File: config.mk
export PLATFORM = sky130hd
export DESIGN_NAME = alarm_arming_controller_top
export DESIGN_NICKNAME = d
export VERILOG_FILES = /design/src/rtl/core/aac_pkg.sv /design/src/rtl/core/alarm_arming_controller_top.sv /design/src/rtl/core/aac_cfg_regs.sv /design/src/rtl/core/aac_exec.sv
export SDC_FILE = /design/constraint.sdc
export NUM_CORES = 1
export LEC_CHECK = 0
export BUFFER_PORTS_ARGS = -buffer_cell sky130_fd_sc_hd__buf_2
export CORE_MARGIN = 2
export CORE_UTILIZATION = 24
export DETAILED_ROUTE_END_ITERATION = 8
export PLACE_DENSITY = 0.46
export SYNTH_ARGS = -nofsm -noshare
export SYNTH_HDL_FRONTEND = slang
export SYNTH_SLANG_ARGS = --single-unit
File: constraint.sdc
create_clock -name i_clk -period 4 [get_ports i_clk]
set_input_delay 0.4 -clock i_clk [delete_from_list [all_inputs] [get_ports i_clk]]
set_output_delay 0.4 -clock i_clk [all_outputs]
set_load 0.03 [all_outputs]
File: src/rtl/core/aac_pkg.sv
// Package for the alarm arming controller: opcodes, reply codes, register
// indexes, reset values and the structs passed between the modules.
// No dependencies.
`default_nettype none

package aac_pkg;

    localparam int unsigned CNT_W    = 17;
    localparam int unsigned MUTE_W   = 16;
    localparam int unsigned MAXM_W   = 11;
    localparam int unsigned CFGIDX_W = 3;

    localparam logic [CNT_W-1:0]  GRACE_RESET    = CNT_W'(300);
    localparam logic [CNT_W-1:0]  WAKE_RESET     = CNT_W'(60);
    localparam logic [CNT_W-1:0]  COOLDOWN_RESET = CNT_W'(600);
    localparam logic [MAXM_W-1:0] MAX_MUTE_RESET = MAXM_W'(1440);

    typedef enum logic [2:0] {
        OP_IGNITION = 3'd0,
        OP_ARM_ON   = 3'd1,
        OP_ARM_OFF  = 3'd2,
        OP_MUTE     = 3'd3,
        OP_MOTION   = 3'd4,
        OP_DECAY    = 3'd5
    } t_opcode;

    typedef enum logic [2:0] {
        REPLY_NONE       = 3'd0,
        REPLY_ARMED      = 3'd1,
        REPLY_DISARMED   = 3'd2,
        REPLY_MUTE_OFF   = 3'd3,
        REPLY_MUTE_ON    = 3'd4,
        REPLY_MUTE_RANGE = 3'd5
    } t_reply;

    typedef enum logic [CFGIDX_W-1:0] {
        CFG_GRACE    = 3'd0,
        CFG_WAKE     = 3'd1,
        CFG_COOLDOWN = 3'd2,
        CFG_MAX_MUTE = 3'd3
    } t_cfg_idx;

    typedef struct packed {
        logic [2:0]        opcode;
        logic              ignition;
        logic [MUTE_W-1:0] mute_minutes;
        logic              send_ok;
    } t_item;

    typedef struct packed {
        logic [CNT_W-1:0]  grace_seconds;
        logic [CNT_W-1:0]  wake_step_seconds;
        logic [CNT_W-1:0]  cooldown_seconds;
        logic [MAXM_W-1:0] mute_limit_mins;
    } t_cfg;

    typedef struct packed {
        logic             armed;
        logic             manual_hold;
        logic [CNT_W-1:0] grace_left;
        logic [CNT_W-1:0] mute_left;
        logic [CNT_W-1:0] cooldown_left;
        logic             alert_request;
        t_reply           reply_code;
    } t_result;

endpackage

`default_nettype wire

File: src/rtl/core/alarm_arming_controller_top.sv
// Alarm arming controller top level: input register, execute stage, result register.
// A beat goes from the input register through the execute stage into the result register.
// Throughput: one beat per cycle while i_out_stall is low; single-pass state update.
// Reset (synchronous, active low) disarms, clears hold, mute and cooldown, loads grace 300
// and returns all configuration registers to their reset values.
// Depends on aac_pkg, aac_cfg_regs and aac_exec.
`default_nettype none

module alarm_arming_controller_top
    import aac_pkg::*;
(
    input  wire logic                i_clk,
    input  wire logic                i_rst_n,
    input  wire logic                i_cfg_we,
    input  wire logic [CFGIDX_W-1:0] i_cfg_index,
    input  wire logic [CNT_W-1:0]    i_cfg_data,
    input  wire logic                i_in_valid,
    output logic                     o_in_stall,
    input  wire logic [2:0]          i_opcode,
    input  wire logic                i_ignition,
    input  wire logic [MUTE_W-1:0]   i_mute_minutes,
    input  wire logic                i_send_ok,
    output logic                     o_out_valid,
    input  wire logic                i_out_stall,
    output logic                     o_armed,
    output logic                     o_manual_hold,
    output logic [CNT_W-1:0]         o_grace_left,
    output logic [CNT_W-1:0]         o_mute_left,
    output logic [CNT_W-1:0]         o_cooldown_left,
    output logic                     o_alert_request,
    output logic [2:0]               o_reply_code
);

    t_cfg    cfg;
    t_item   r_item;
    logic    r_in_vld;
    t_result r_res;
    logic    r_out_vld;
    t_result exec_res;
    logic    advance;
    logic    fire;

    aac_cfg_regs u_cfg (
        .i_clk       (i_clk),
        .i_rst_n     (i_rst_n),
        .i_cfg_we    (i_cfg_we),
        .i_cfg_index (i_cfg_index),
        .i_cfg_data  (i_cfg_data),
        .o_cfg       (cfg)
    );

    assign advance    = !r_out_vld || !i_out_stall;
    assign fire       = r_in_vld && advance;
    assign o_in_stall = r_in_vld && !advance;

    always_ff @(posedge i_clk) begin
        if (!i_rst_n) begin
            r_in_vld <= 1'b0;
        end else if (!o_in_stall) begin
            r_in_vld <= i_in_valid;
        end
    end

    always_ff @(posedge i_clk) begin
        if (!o_in_stall && i_in_valid) begin
            r_item.opcode       <= i_opcode;
            r_item.ignition     <= i_ignition;
            r_item.mute_minutes <= i_mute_minutes;
            r_item.send_ok      <= i_send_ok;
        end
    end

    aac_exec u_exec (
        .i_clk   (i_clk),
        .i_rst_n (i_rst_n),
        .i_fire  (fire),
        .i_item  (r_item),
        .i_cfg   (cfg),
        .o_res   (exec_res)
    );

    always_ff @(posedge i_clk) begin
        if (!i_rst_n) begin
            r_out_vld <= 1'b0;
        end else if (advance) begin
            r_out_vld <= r_in_vld;
        end
    end

    always_ff @(posedge i_clk) begin
        if (fire) begin
            r_res <= exec_res;
        end
    end

    assign o_out_valid     = r_out_vld;
    assign o_armed         = r_res.armed;
    assign o_manual_hold   = r_res.manual_hold;
    assign o_grace_left    = r_res.grace_left;
    assign o_mute_left     = r_res.mute_left;
    assign o_cooldown_left = r_res.cooldown_left;
    assign o_alert_request = r_res.alert_request;
    assign o_reply_code    = r_res.reply_code;

`ifndef SYNTHESIS
    a_alert_needs_armed: assert property (@(posedge i_clk) disable iff (!i_rst_n)
        (o_out_valid && o_alert_request) |-> (o_armed && (o_mute_left == '0)))
        else $error("alert beat while disarmed or muted");

    a_arm_on_clears_hold: assert property (@(posedge i_clk) disable iff (!i_rst_n)
        (o_out_valid && (o_reply_code == REPLY_ARMED)) |->
        (o_armed && !o_manual_hold && (o_grace_left == '0)))
        else $error("arm reply with inconsistent state");

    a_stall_only_when_full: assert property (@(posedge i_clk) disable iff (!i_rst_n)
        o_in_stall |-> (r_in_vld && r_out_vld && i_out_stall))
        else $error("input stalled without a blocked result");
`endif

endmodule

`default_nettype wire

File: src/rtl/core/aac_cfg_regs.sv
// Configuration register bank of the alarm arming controller.
// Depends on aac_pkg.
`default_nettype none

module aac_cfg_regs
    import aac_pkg::*;
(
    input  wire logic                i_clk,
    input  wire logic                i_rst_n,
    input  wire logic                i_cfg_we,
    input  wire logic [CFGIDX_W-1:0] i_cfg_index,
    input  wire logic [CNT_W-1:0]    i_cfg_data,
    output t_cfg                     o_cfg
);

    t_cfg r_cfg;

    always_ff @(posedge i_clk) begin
        if (!i_rst_n) begin
            r_cfg.grace_seconds     <= GRACE_RESET;
            r_cfg.wake_step_seconds <= WAKE_RESET;
            r_cfg.cooldown_seconds  <= COOLDOWN_RESET;
            r_cfg.mute_limit_mins   <= MAX_MUTE_RESET;
        end else if (i_cfg_we) begin
            case (t_cfg_idx'(i_cfg_index))
                CFG_GRACE:    r_cfg.grace_seconds     <= i_cfg_data;
                CFG_WAKE:     r_cfg.wake_step_seconds <= i_cfg_data;
                CFG_COOLDOWN: r_cfg.cooldown_seconds  <= i_cfg_data;
                CFG_MAX_MUTE: r_cfg.mute_limit_mins   <= i_cfg_data[MAXM_W-1:0];
                default: begin
                end
            endcase
        end
    end

    assign o_cfg = r_cfg;

endmodule

`default_nettype wire

File: src/rtl/core/aac_exec.sv
// Execute stage: arming state registers and the single-pass update for one event.
// Depends on aac_pkg.
`default_nettype none

module aac_exec
    import aac_pkg::*;
(
    input  wire logic  i_clk,
    input  wire logic  i_rst_n,
    input  wire logic  i_fire,
    input  wire t_item i_item,
    input  wire t_cfg  i_cfg,
    output t_result    o_res
);

    logic             r_armed, n_armed;
    logic             r_manual, n_manual;
    logic [CNT_W-1:0] r_grace, n_grace;
    logic [CNT_W-1:0] r_mute, n_mute;
    logic [CNT_W-1:0] r_cool, n_cool;
    logic             alert;
    t_reply           reply;
    logic [CNT_W-1:0] mute_secs;

    // Minutes times sixty as a shift and subtract.
    assign mute_secs = {i_item.mute_minutes[CNT_W-7:0], 6'b0}
                     - {i_item.mute_minutes[CNT_W-3:0], 2'b0};

    always_comb begin
        n_armed  = r_armed;
        n_manual = r_manual;
        n_grace  = r_grace;
        n_mute   = r_mute;
        n_cool   = r_cool;
        alert    = 1'b0;
        reply    = REPLY_NONE;
        case (t_opcode'(i_item.opcode))
            OP_IGNITION: begin
                if (i_item.ignition) begin
                    n_armed  = 1'b0;
                    n_manual = 1'b0;
                    n_grace  = i_cfg.grace_seconds;
                end else if (r_manual) begin
                    n_armed = 1'b0;
                end else if (!r_armed) begin
                    if (r_grace > i_cfg.wake_step_seconds) begin
                        n_grace = r_grace - i_cfg.wake_step_seconds;
                    end else begin
                        n_grace = '0;
                        n_armed = 1'b1;
                    end
                end
            end
            OP_ARM_ON: begin
                n_armed  = 1'b1;
                n_manual = 1'b0;
                n_grace  = '0;
                reply    = REPLY_ARMED;
            end
            OP_ARM_OFF: begin
                n_armed  = 1'b0;
                n_manual = 1'b1;
                n_grace  = '0;
                reply    = REPLY_DISARMED;
            end
            OP_MUTE: begin
                if (i_item.mute_minutes > {{(MUTE_W-MAXM_W){1'b0}}, i_cfg.mute_limit_mins})
                begin
                    reply = REPLY_MUTE_RANGE;
                end else begin
                    n_mute = mute_secs;
                    reply  = (i_item.mute_minutes == '0) ? REPLY_MUTE_OFF : REPLY_MUTE_ON;
                end
            end
            OP_MOTION: begin
                if (r_armed && (r_mute == '0) && (r_cool == '0)) begin
                    alert = 1'b1;
                    if (i_item.send_ok) begin
                        n_cool = i_cfg.cooldown_seconds;
                    end
                end
            end
            OP_DECAY: begin
                n_mute = (r_mute > i_cfg.wake_step_seconds) ?
                         (r_mute - i_cfg.wake_step_seconds) : '0;
                n_cool = (r_cool > i_cfg.wake_step_seconds) ?
                         (r_cool - i_cfg.wake_step_seconds) : '0;
            end
            default: begin
            end
        endcase
    end

    always_ff @(posedge i_clk) begin
        if (!i_rst_n) begin
            r_armed  <= 1'b0;
            r_manual <= 1'b0;
            r_grace  <= GRACE_RESET;
            r_mute   <= '0;
            r_cool   <= '0;
        end else if (i_fire) begin
            r_armed  <= n_armed;
            r_manual <= n_manual;
            r_grace  <= n_grace;
            r_mute   <= n_mute;
            r_cool   <= n_cool;
        end
    end

    always_comb begin
        o_res.armed         = n_armed;
        o_res.manual_hold   = n_manual;
        o_res.grace_left    = n_grace;
        o_res.mute_left     = n_mute;
        o_res.cooldown_left = n_cool;
        o_res.alert_request = alert;
        o_res.reply_code    = reply;
    end

endmodule

`default_nettype wire
Word-level counts from Yosys, hierarchy flattened:

Index checks and enable logic that the tools add are counted.

* output and inout bits: 59
* input bits: 46
* bits in registers: 195
* logic and storage cells: 81

* muxes and demuxes: 23
* order comparisons: 4
* reductions and logical operators: 20
* equality and inequality tests: 8
* add/sub/neg operators: 4

Operators with widths (number)
* 2-to-1 mux 17 bit: 9
* one-hot mux 17 bit (2 select lines): 3
* subtractor 17 bit: 4
* greater-than comparator 17 bit: 3
* zero test 17 bit: 2
* greater-than comparator 16 x 11 -> 1 bit: 1
* zero test 16 bit: 1
* equality test 3 x 2 -> 1 bit, second input constant: 4
* one-hot mux 3 bit (3 select lines): 1
* AND reduction 2 bit: 4
* equality test 3 x 1 -> 1 bit, second input constant: 2
* equality test 3 bit, second input constant: 2
* zero test 3 bit: 2
* 2-to-1 mux 1 bit: 6
* 2-to-1 mux 3 bit: 2
* one-hot mux 1 bit (3 select lines): 2
* logical AND 1 bit: 5
* zero test 1 bit: 4
* OR reduction 2 bit: 1
* logical OR 1 bit: 1

Longest topological paths before layout:

Gate-level depths: netlist of the first run.

* word-level depth: 6
* depth in mapped cells: 12
* mapped depth without buffers: 12

Modules after synthesis:

Synthesis of the first run repeated with hierarchy kept, for this count alone.

* cell total of the unflattened synthesis: 1262
* area total of the unflattened synthesis: 11763.8 um^2

By module, submodules not included
* aac_exec: instances 1, area an instance 6885.4 um^2, cells an instance 938, seq. area each 1061.0 um^2
* aac_cfg_regs: instances 1, area an instance 2452.4 um^2, cells an instance 238, seq. area each 1241.2 um^2
* alarm_arming_controller_top: instances 1, area an instance 2426.1 um^2, cells an instance 86, seq. area each 2382.3 um^2

Least setup slack after synthesis of the first run:

No wires, ideal clock.

* kind: reg-to-reg
* start: reg r_out_vld, in the netlist o_out_valid
* end: reg r_res (netlist bit o_alert_request), enable pin
* arrival: 2.709 ns
* setup slack: 0.847 ns
* period minus slack after synthesis: 3.153 ns
* path buffers: 2
* stages on the path, launching flop included: 6
* required time: 3.557 ns
* library setup time: 0.443 ns
* cell sequence: dfxtp_1 > nand2_1 > nand2_1 > inv_1 > clkbuf_1 > clkbuf_1

* word-level cells in the longest chain between the ends: 3

RTL lines
* from (decl): line alarm_arming_controller_top.sv:38 `logic r_out_vld;`
* from (signal assigned): line alarm_arming_controller_top.sv:86 `r_out_vld <= r_in_vld;`
* zero test 1 bit: line alarm_arming_controller_top.sv:52 `assign advance = !r_out_vld || !i_out_stall;`
* logical OR 1 bit: line alarm_arming_controller_top.sv:52
* logical AND 1 bit: line alarm_arming_controller_top.sv:53 `assign fire = r_in_vld && advance;`
* named net fire: line alarm_arming_controller_top.sv:41 `logic fire;`
* to (signal assigned): line alarm_arming_controller_top.sv:92 `r_res <= exec_res;`
* to (decl): line alarm_arming_controller_top.sv:37 `t_result r_res;`

The timed path passes the listed nets, and every way through them passes these cells.
A chain may end at the register's enable or synchronous reset.

==> results of run 1 <==
-- worst paths after layout --
check,from,cells past startpoint,to
max reg2reg,u_cfg.o_cfg[29],11,o_grace_left[9]
min,i_opcode[0],1,r_item[18]
max,u_cfg.o_cfg[29],11,o_grace_left[9]
min reg2reg,u_cfg.o_cfg[1],2,u_cfg.o_cfg[1]
-- through the flow --
step / area (um2) / power [mW] / util (%) / std cells
after floorplan: 11100 / 3.01 / - / 1245
after global placement: 12300 / 3.32 / 27.0 / 1913
after detailed placement: 12300 / 3.33 / 27.0 / 1913
after CTS: 12900 / 5.04 / 28.3 / 1945
after global routing: 12900 / 5.24 / 28.3 / 1945
final: 12900 / 4.99 / 28.3 / 1945
-- flip-flops by register name (all words and copies together), names as in the netlist --
name and count:
o_reply_code 3, o_out_valid 1, o_manual_hold 1, o_cooldown_left 17, o_mute_left 17, u_exec.r_mute 17
r_item 21, o_alert_request 1, u_exec.r_cool 17, u_exec.r_grace 17, r_in_vld 1, u_exec.r_armed 1
u_cfg.o_cfg 62, u_exec.r_manual 1, o_armed 1, o_grace_left 17
-- area by class of cell --
| cell class | count | area [um2] | share of cell area [%] |
|---|---|---|---|
| clock buffers | 20 | 458 | 3.56 |
| clock inverters | 12 | 106 | 0.827 |
| inverters | 74 | 280 | 2.18 |
| multi-input cells | 924 | 5940 | 46.2 |
| flip-flops and latches | 195 | 4680 | 36.4 |
| well taps | 600 | 751 | 5.84 |
| repair buffers | 120 | 641 | 4.98 |
-- routing by layer --
| layer | vias to the layer above | global-route usage [%] | wire length, um |
|---|---|---|---|
| li1 | 4748 | - | - |
| met1 | 4705 | 22.3 | 18300 |
| met2 | 265 | 23.8 | 16300 |
| met3 | 25 | 2.40 | 1660 |
| met4 | 0 | 4.23 | 517 |
| met5 | - | 0 | 0 |
-- power by group --
part           switching [mW]  total [mW]  internal, mW
Sequential             0.0837        2.26          2.17
Combinational           0.641        1.03         0.392
Clock                   0.844        1.70         0.859
Total                    1.57        4.99          3.42
-- cells by family (layout without fill, tap and decap cells) --
group | after synthesis | after routing | synth area share (%)
and+or+nand+nor | 411 | 411 | 17.4
xor gates and xnor gates | 51 | 51 | 4.02
buffers and inverters | 126 | 226 | 4.32
adders and majority gates | 76 | 76 | 8.77
DFF | 195 | 195 | 42.2
AOI/OAI and AO/OA | 386 | 386 | 23.3
-- Yosys cell counts (22+ instances only) --
master / count / area share [%]
a21o_1: 25 / 1.7
a21oi_1: 109 / 4.9
a31oi_1: 27 / 1.5
clkbuf_1: 47 / 1.6
dfxtp_1: 117 / 21
edfxtp_1: 78 / 21
ha_1: 73 / 8.2
inv_1: 73 / 2.5
nand2_1: 180 / 6.1
nand3_1: 33 / 1.5
nor2_1: 63 / 2.1
o211ai_1: 22 / 1.5
o21ai_0: 66 / 3.0
xnor2_1: 33 / 2.6
==> results by group, run 1 <==
STA
  • Max-slew violation count: 0
  • RSZ-0062 raised after global routing: no
  • Worst setup margin: 665 ps
  • Setup total negative slack: 0 ps
  • Final min period: 3340 ps
  • Fin Hold WS: 114 ps
  • Maximum clock rate: 0.300 GHz
  • Tcrit/Tclk final: 83.4%
  • Worst Skew: 17.5 ps
  • Worst rel slew slack: 23.0%
  • Setup violators final: 0
  • Worst Max-Slew Pin Slew: 1150 ps
  • Final hold vios: 0

Clock tree
  • Post-CTS Hold Buffers: 0
  • CTS Buffer Depth: 2
  • CTS sink count: 195
  • Worst-Skew Late Latency: 460 ps
  • Clock H-tree levels: 4
  • Clock Pin Slew Worst Setup and Hold Paths: 80 ps
  • Post-CTS sizing: 0
  • Cts bufs inserted: 17
  • CTS tree: built
  • Root buffer cell: clkbuf_16
  • Number of setup buffers added after CTS: 0

Detailed routing
  • Routed WL per cell: 18.9 um
  • Starting DRT DRC Count: 711
  • WL final: 36800 um
  • Vias per cell: 5.01
  • Drt drc: 0
  • DR vias: 9743
  • DRT antenna net count: 0
  • DR pass1 iterations: 6

Power and ir drop
  • P_leak: 5.18 nW
  • Pwr per Cell Area: 388 nW/um2
  • Max rail drop VDD: 0.325 mV

Critical path
  • Buf/Inv on CP: 3
  • Worst R2R Setup Slack: 660 ps
  • Most Frequent Cell on Critical Path: inv_1
  • Delay-heaviest family, CP: compound AO/OA/AOI/OAI gates
  • Worst-path maximum fanout: 11
  • Crit-path cells: inv_1 > ha_1 > nand3b_1 > nand2_1 > a21oi_1 > o31a_1 > a211oi_1 > buf_4 > and3_1 > a222oi_1 > inv_1
  • Critical-path cell with the highest stage delay: a222oi_1
  • Worst setup SP type: register
  • Worst Path Required: 4190 ps
  • CP Class: register to register
  • Worst stage delay on the critical path: 510 ps
  • CP Capture Type: register
  • Arr. time, crit path: 3520 ps

Synth
  • Library cells used by synthesis: 72
  • Syn_nets: 1367
  • Avg Inst Size Synth: 8.92 um2
  • Post-synth design cell area: 11100 um2
  • Post-synth ARST share: 0%
  • Number of synthesized flops with an enable pin: 78
  • Synth Warn #: 0
  • Primary FF master, synth: dfxtp_1
  • Seq/Total Area, Yosys: 42.2%
  • Post-synthesis register bit count: 195
  • Synth Instances: 1245

Placed design
  • Pre-CTS WS: 685 ps
  • Gpl congestion: 0.874
  • Port buffer count: 104
  • Post-DP HPWL: 28000 um

Finish
  • Ratio of cells with drive above 1 in the final layout: 12.6%
  • Diodes inserted: 0
  • Fill cells: 4916
  • Area delta synth->final: 15.9%
  • Most frequent cells in the layout: nand2_1 (180), dfxtp_1 (117), a21oi_1 (109), buf_2 (104), edfxtp_1 (78)
  • Commonest non-fill, non-tap cell in the layout: nand2_1
  • Nets: 1454

Floorplan
  • Die width: 219 um
  • Die height: 219 um
  • Core Rows: 78
  • Initial Util: 24.4%
  • Die area: 48000 um2
  • Core ar.: 45500 um2
  • # IOs: 105

Global routing
  • Vias in the first global route: 9361
  • Remaining Overflow, GRT: 0
  • Tot GR Track Use: 15.4%
  • First-pass GRT wire length: 56200 um
  • Initial antenna violation count: 1
  • Largest net degree at the start of global routing: 61

Status
  • Status: finished, final reports clean

Flow run
  • Max-Cap Viols: 0

Hold path
  • Min-delay worst type: input port to register
Note: power is estimated with default switching activity, not from simulation.
==> run 2, diff against run 1 <==
- clock period: 4 -> 3.15 ns (I/O delays scaled with it)
==> results by group, run 2 (synthesized netlist as in run 1, its figures left out) <==
Status
  • Status: finished, final reports clean

Critical path
  • CP Capture Type: register
  • CP Class: register to register
  • Arr. time, crit path: 3330 ps (-190 ps)
  • Worst stage delay on the critical path: 440 ps (-70 ps)
  • RR Endpoint: u_exec.r_cool[14]
  • Worst Path Required: 3510 ps (-680 ps)
  • R2R Path Start: u_cfg.o_cfg[28]
  • R2R depth: 11 (unchanged)
  • Worst R2R Setup Slack: 170 ps (-490 ps)
  • Worst-path maximum fanout: 4 (-7)
  • Crit-path cells: ha_1 > inv_1 > fa_1 > a21o_1 > a211oi_1 > o21a_1 > nor2_1 > a31oi_1 > o211ai_1 > a221o_1 > o211a_1
  • Critical-path cell with the highest stage delay: dfxtp_1
  • Worst setup SP type: register

Hold path
  • Hold Startpoint: i_mute_minutes[2]
  • Hold Path Sink: r_item[3]
  • Min-delay worst type: input port to register
  • WHS Path Cells: 1 (unchanged)

Power and ir drop
  • Tot Pwr: 6.54 mW (+31%)
  • Int Power: 4.48 mW (+31%)
  • Sw Pwr: 2.07 mW (+32%)
  • Seq pwr share: 43.7% (-1.5 points)
  • Clock share of power: 35.2% (+1.1 points)
  • Pwr per Cell Area: 492 nW/um2 (+27%)
  • Switching Share: 31.6% (+0.14 points)
  • P_leak: 5.42 nW (+4.7%)
  • Max rail drop VDD: 0.356 mV (+9.5%)
  • Combinational share of power: 21.2% (+0.5 points)

Global routing
  • Initial antenna violation count: 0 (-1)
  • First-pass GRT wire length: 57300 um (+2.1%)
  • Remaining Overflow, GRT: 0 (unchanged)
  • Vias in the first global route: 9431 (+0.75%)
  • Largest net degree at the start of global routing: 71 (+16%)
  • Tot GR Track Use: 15.9% (+0.48 points)

Clock tree
  • CTS tree: built
  • Clock H-tree levels: 4 (unchanged)
  • CTS sink count: 195 (unchanged)
  • Cts bufs inserted: 17 (unchanged)
  • Root buffer cell: clkbuf_16
  • Worst-Skew Late Latency: 470 ps (about the same)
  • Number of setup buffers added after CTS: 0 (unchanged)
  • CTS Buffer Depth: 2 (unchanged)
  • Clock Pin Slew Worst Setup and Hold Paths: 80 ps (about the same)

Placed design
  • Gpl congestion: 0.866 (-0.90%)
  • Port buffer count: 104 (unchanged)
  • Post-DP HPWL: 28900 um (+3.2%)
  • Pre-CTS WS: 42.5 ps (-642 ps)
  • Area after DPL: 12500 um2 (+2.0%)

Detailed routing
  • DR pass1 iterations: 5 (-1)
  • Routed WL per cell: 19.0 um (+0.80%)
  • Max Used Layer: met4
  • Drt drc: 0 (unchanged)
  • WL final: 37800 um (+2.9%)
  • Routed met3 length: 1750 um (+5.5%)
  • Routed wl met2: 16800 um (+3.2%)
  • Met1 WL: 18900 um (+3.1%)
  • DR vias: 9860 (+1.2%)
  • Starting DRT DRC Count: 774 (+8.9%)
  • DRT antenna net count: 0 (unchanged)
  • Vias per cell: 4.96 (-0.89%)

Finish
  • Fill cells: 4902 (-0.28%)
  • Nets: 1494 (+2.8%)
  • Post-route cell area: 13300 um2 (+3.5%)
  • Most frequent cells in the layout: nand2_1 (180), dfxtp_1 (117), a21oi_1 (108), buf_2 (104), edfxtp_1 (78)
  • Ratio of cells with drive above 1 in the final layout: 15.2% (+2.7 points)
  • Number of flip-flops under the largest register name: 62 (unchanged)
  • Commonest non-fill, non-tap cell in the layout: nand2_1
  • Area delta synth->final: 19.9%

STA
  • RSZ-0062 raised after global routing: no
  • Maximum clock rate: 0.336 GHz (+12%)
  • Worst Skew: 12.7 ps (-4.77 ps)
  • Setup total negative slack: 0 ps (unchanged)
  • Max-slew violation count: 0 (unchanged)
  • Worst rel slew slack: 38.2% (+15 points)
  • Worst setup margin: 173 ps (-492 ps)
  • Final min period: 2980 ps (-358 ps)
  • Worst Max-Slew Pin Slew: 924 ps (-227 ps)
  • Setup violators final: 0 (unchanged)
  • Fin Hold WS: 24.6 ps (-89.1 ps)
  • Tcrit/Tclk final: 94.5% (+11 points)
  • Final hold vios: 0 (unchanged)

Floorplan
  • Core Rows: 78 (unchanged)
  • Die height: 219 um (unchanged)
  • Core ar.: 45500 um2 (unchanged)
  • Initial Util: 24.4% (unchanged)
  • Die width: 219 um (unchanged)
  • # IOs: 105 (unchanged)
  • Die area: 48000 um2 (unchanged)

Flow run
  • Max-Cap Viols: 0 (unchanged)
## run 2: area by class of cell
| type | count | area (um2) | area share [%] |
|---|---|---|---|
| multi-input cells | 924 | 6010 | 45.2 |
| flip-flops and latches | 195 | 4680 | 35.2 |
| repair buffers | 160 | 978 | 7.35 |
| well taps | 600 | 751 | 5.64 |
| clock buffers | 18 | 450 | 3.38 |
| inverters | 74 | 280 | 2.11 |
| clock inverters | 14 | 154 | 1.16 |
| diodes | 1 | 2.50 | 0.0188 |
## run 2: metrics by stage
stage               instances  util, %
CTS                      1983     29.1
global route             1985     29.3
finish                   1986     29.3
global placement         1943     27.6
detailed placement       1943     27.6
floorplan                1245        -
## run 2: repair_timing
action / 4_1_cts / 5_1_grt
hold buffers: 8 / 2
hold endpoints to repair: 8 / 2
setup endpoints to repair: 0 / 36
resized for setup: 0 / 15
## run 2: worst max-delay path by stage
stage | cells after the start | to | from
3_5_place_dp | 11 | o_mute_left[16] | u_cfg.o_cfg[28]
6_report | 11 | u_exec.r_cool[14] | u_cfg.o_cfg[28]
4_1_cts | 11 | o_mute_left[16] | u_cfg.o_cfg[28]
3_3_place_gp | 11 | o_cooldown_left[15] | u_cfg.o_cfg[29]
5_1_grt | 11 | u_exec.r_cool[14] | u_cfg.o_cfg[28]
2_1_floorplan | 11 | o_mute_left[16] | u_cfg.o_cfg[28]
## run 2: layer usage
metal	global-route usage, %	vias up
met5	0	-
met4	3.31	0
met3	3.04	28
met2	24.8	256
met1	22.8	4751
li1	-	4825
## run 2: power groups by stage
stage	combinational (mW)	sequential [mW]	clock (mW)
finish	1.39	2.86	2.30
global route	1.53	2.87	2.47
CTS	1.37	2.86	2.37
detailed placement	1.35	2.92	0
global placement	1.35	2.92	0
floorplan	0.861	2.96	0
## run 2: worst max-delay path, delay by kind of cell, from the launching register on
family,cells,cell delay [ps]
simple gates,1,100
compound gates,7,1670
buf+inv,1,50
fa+ha+maj,2,610
flops,1,440
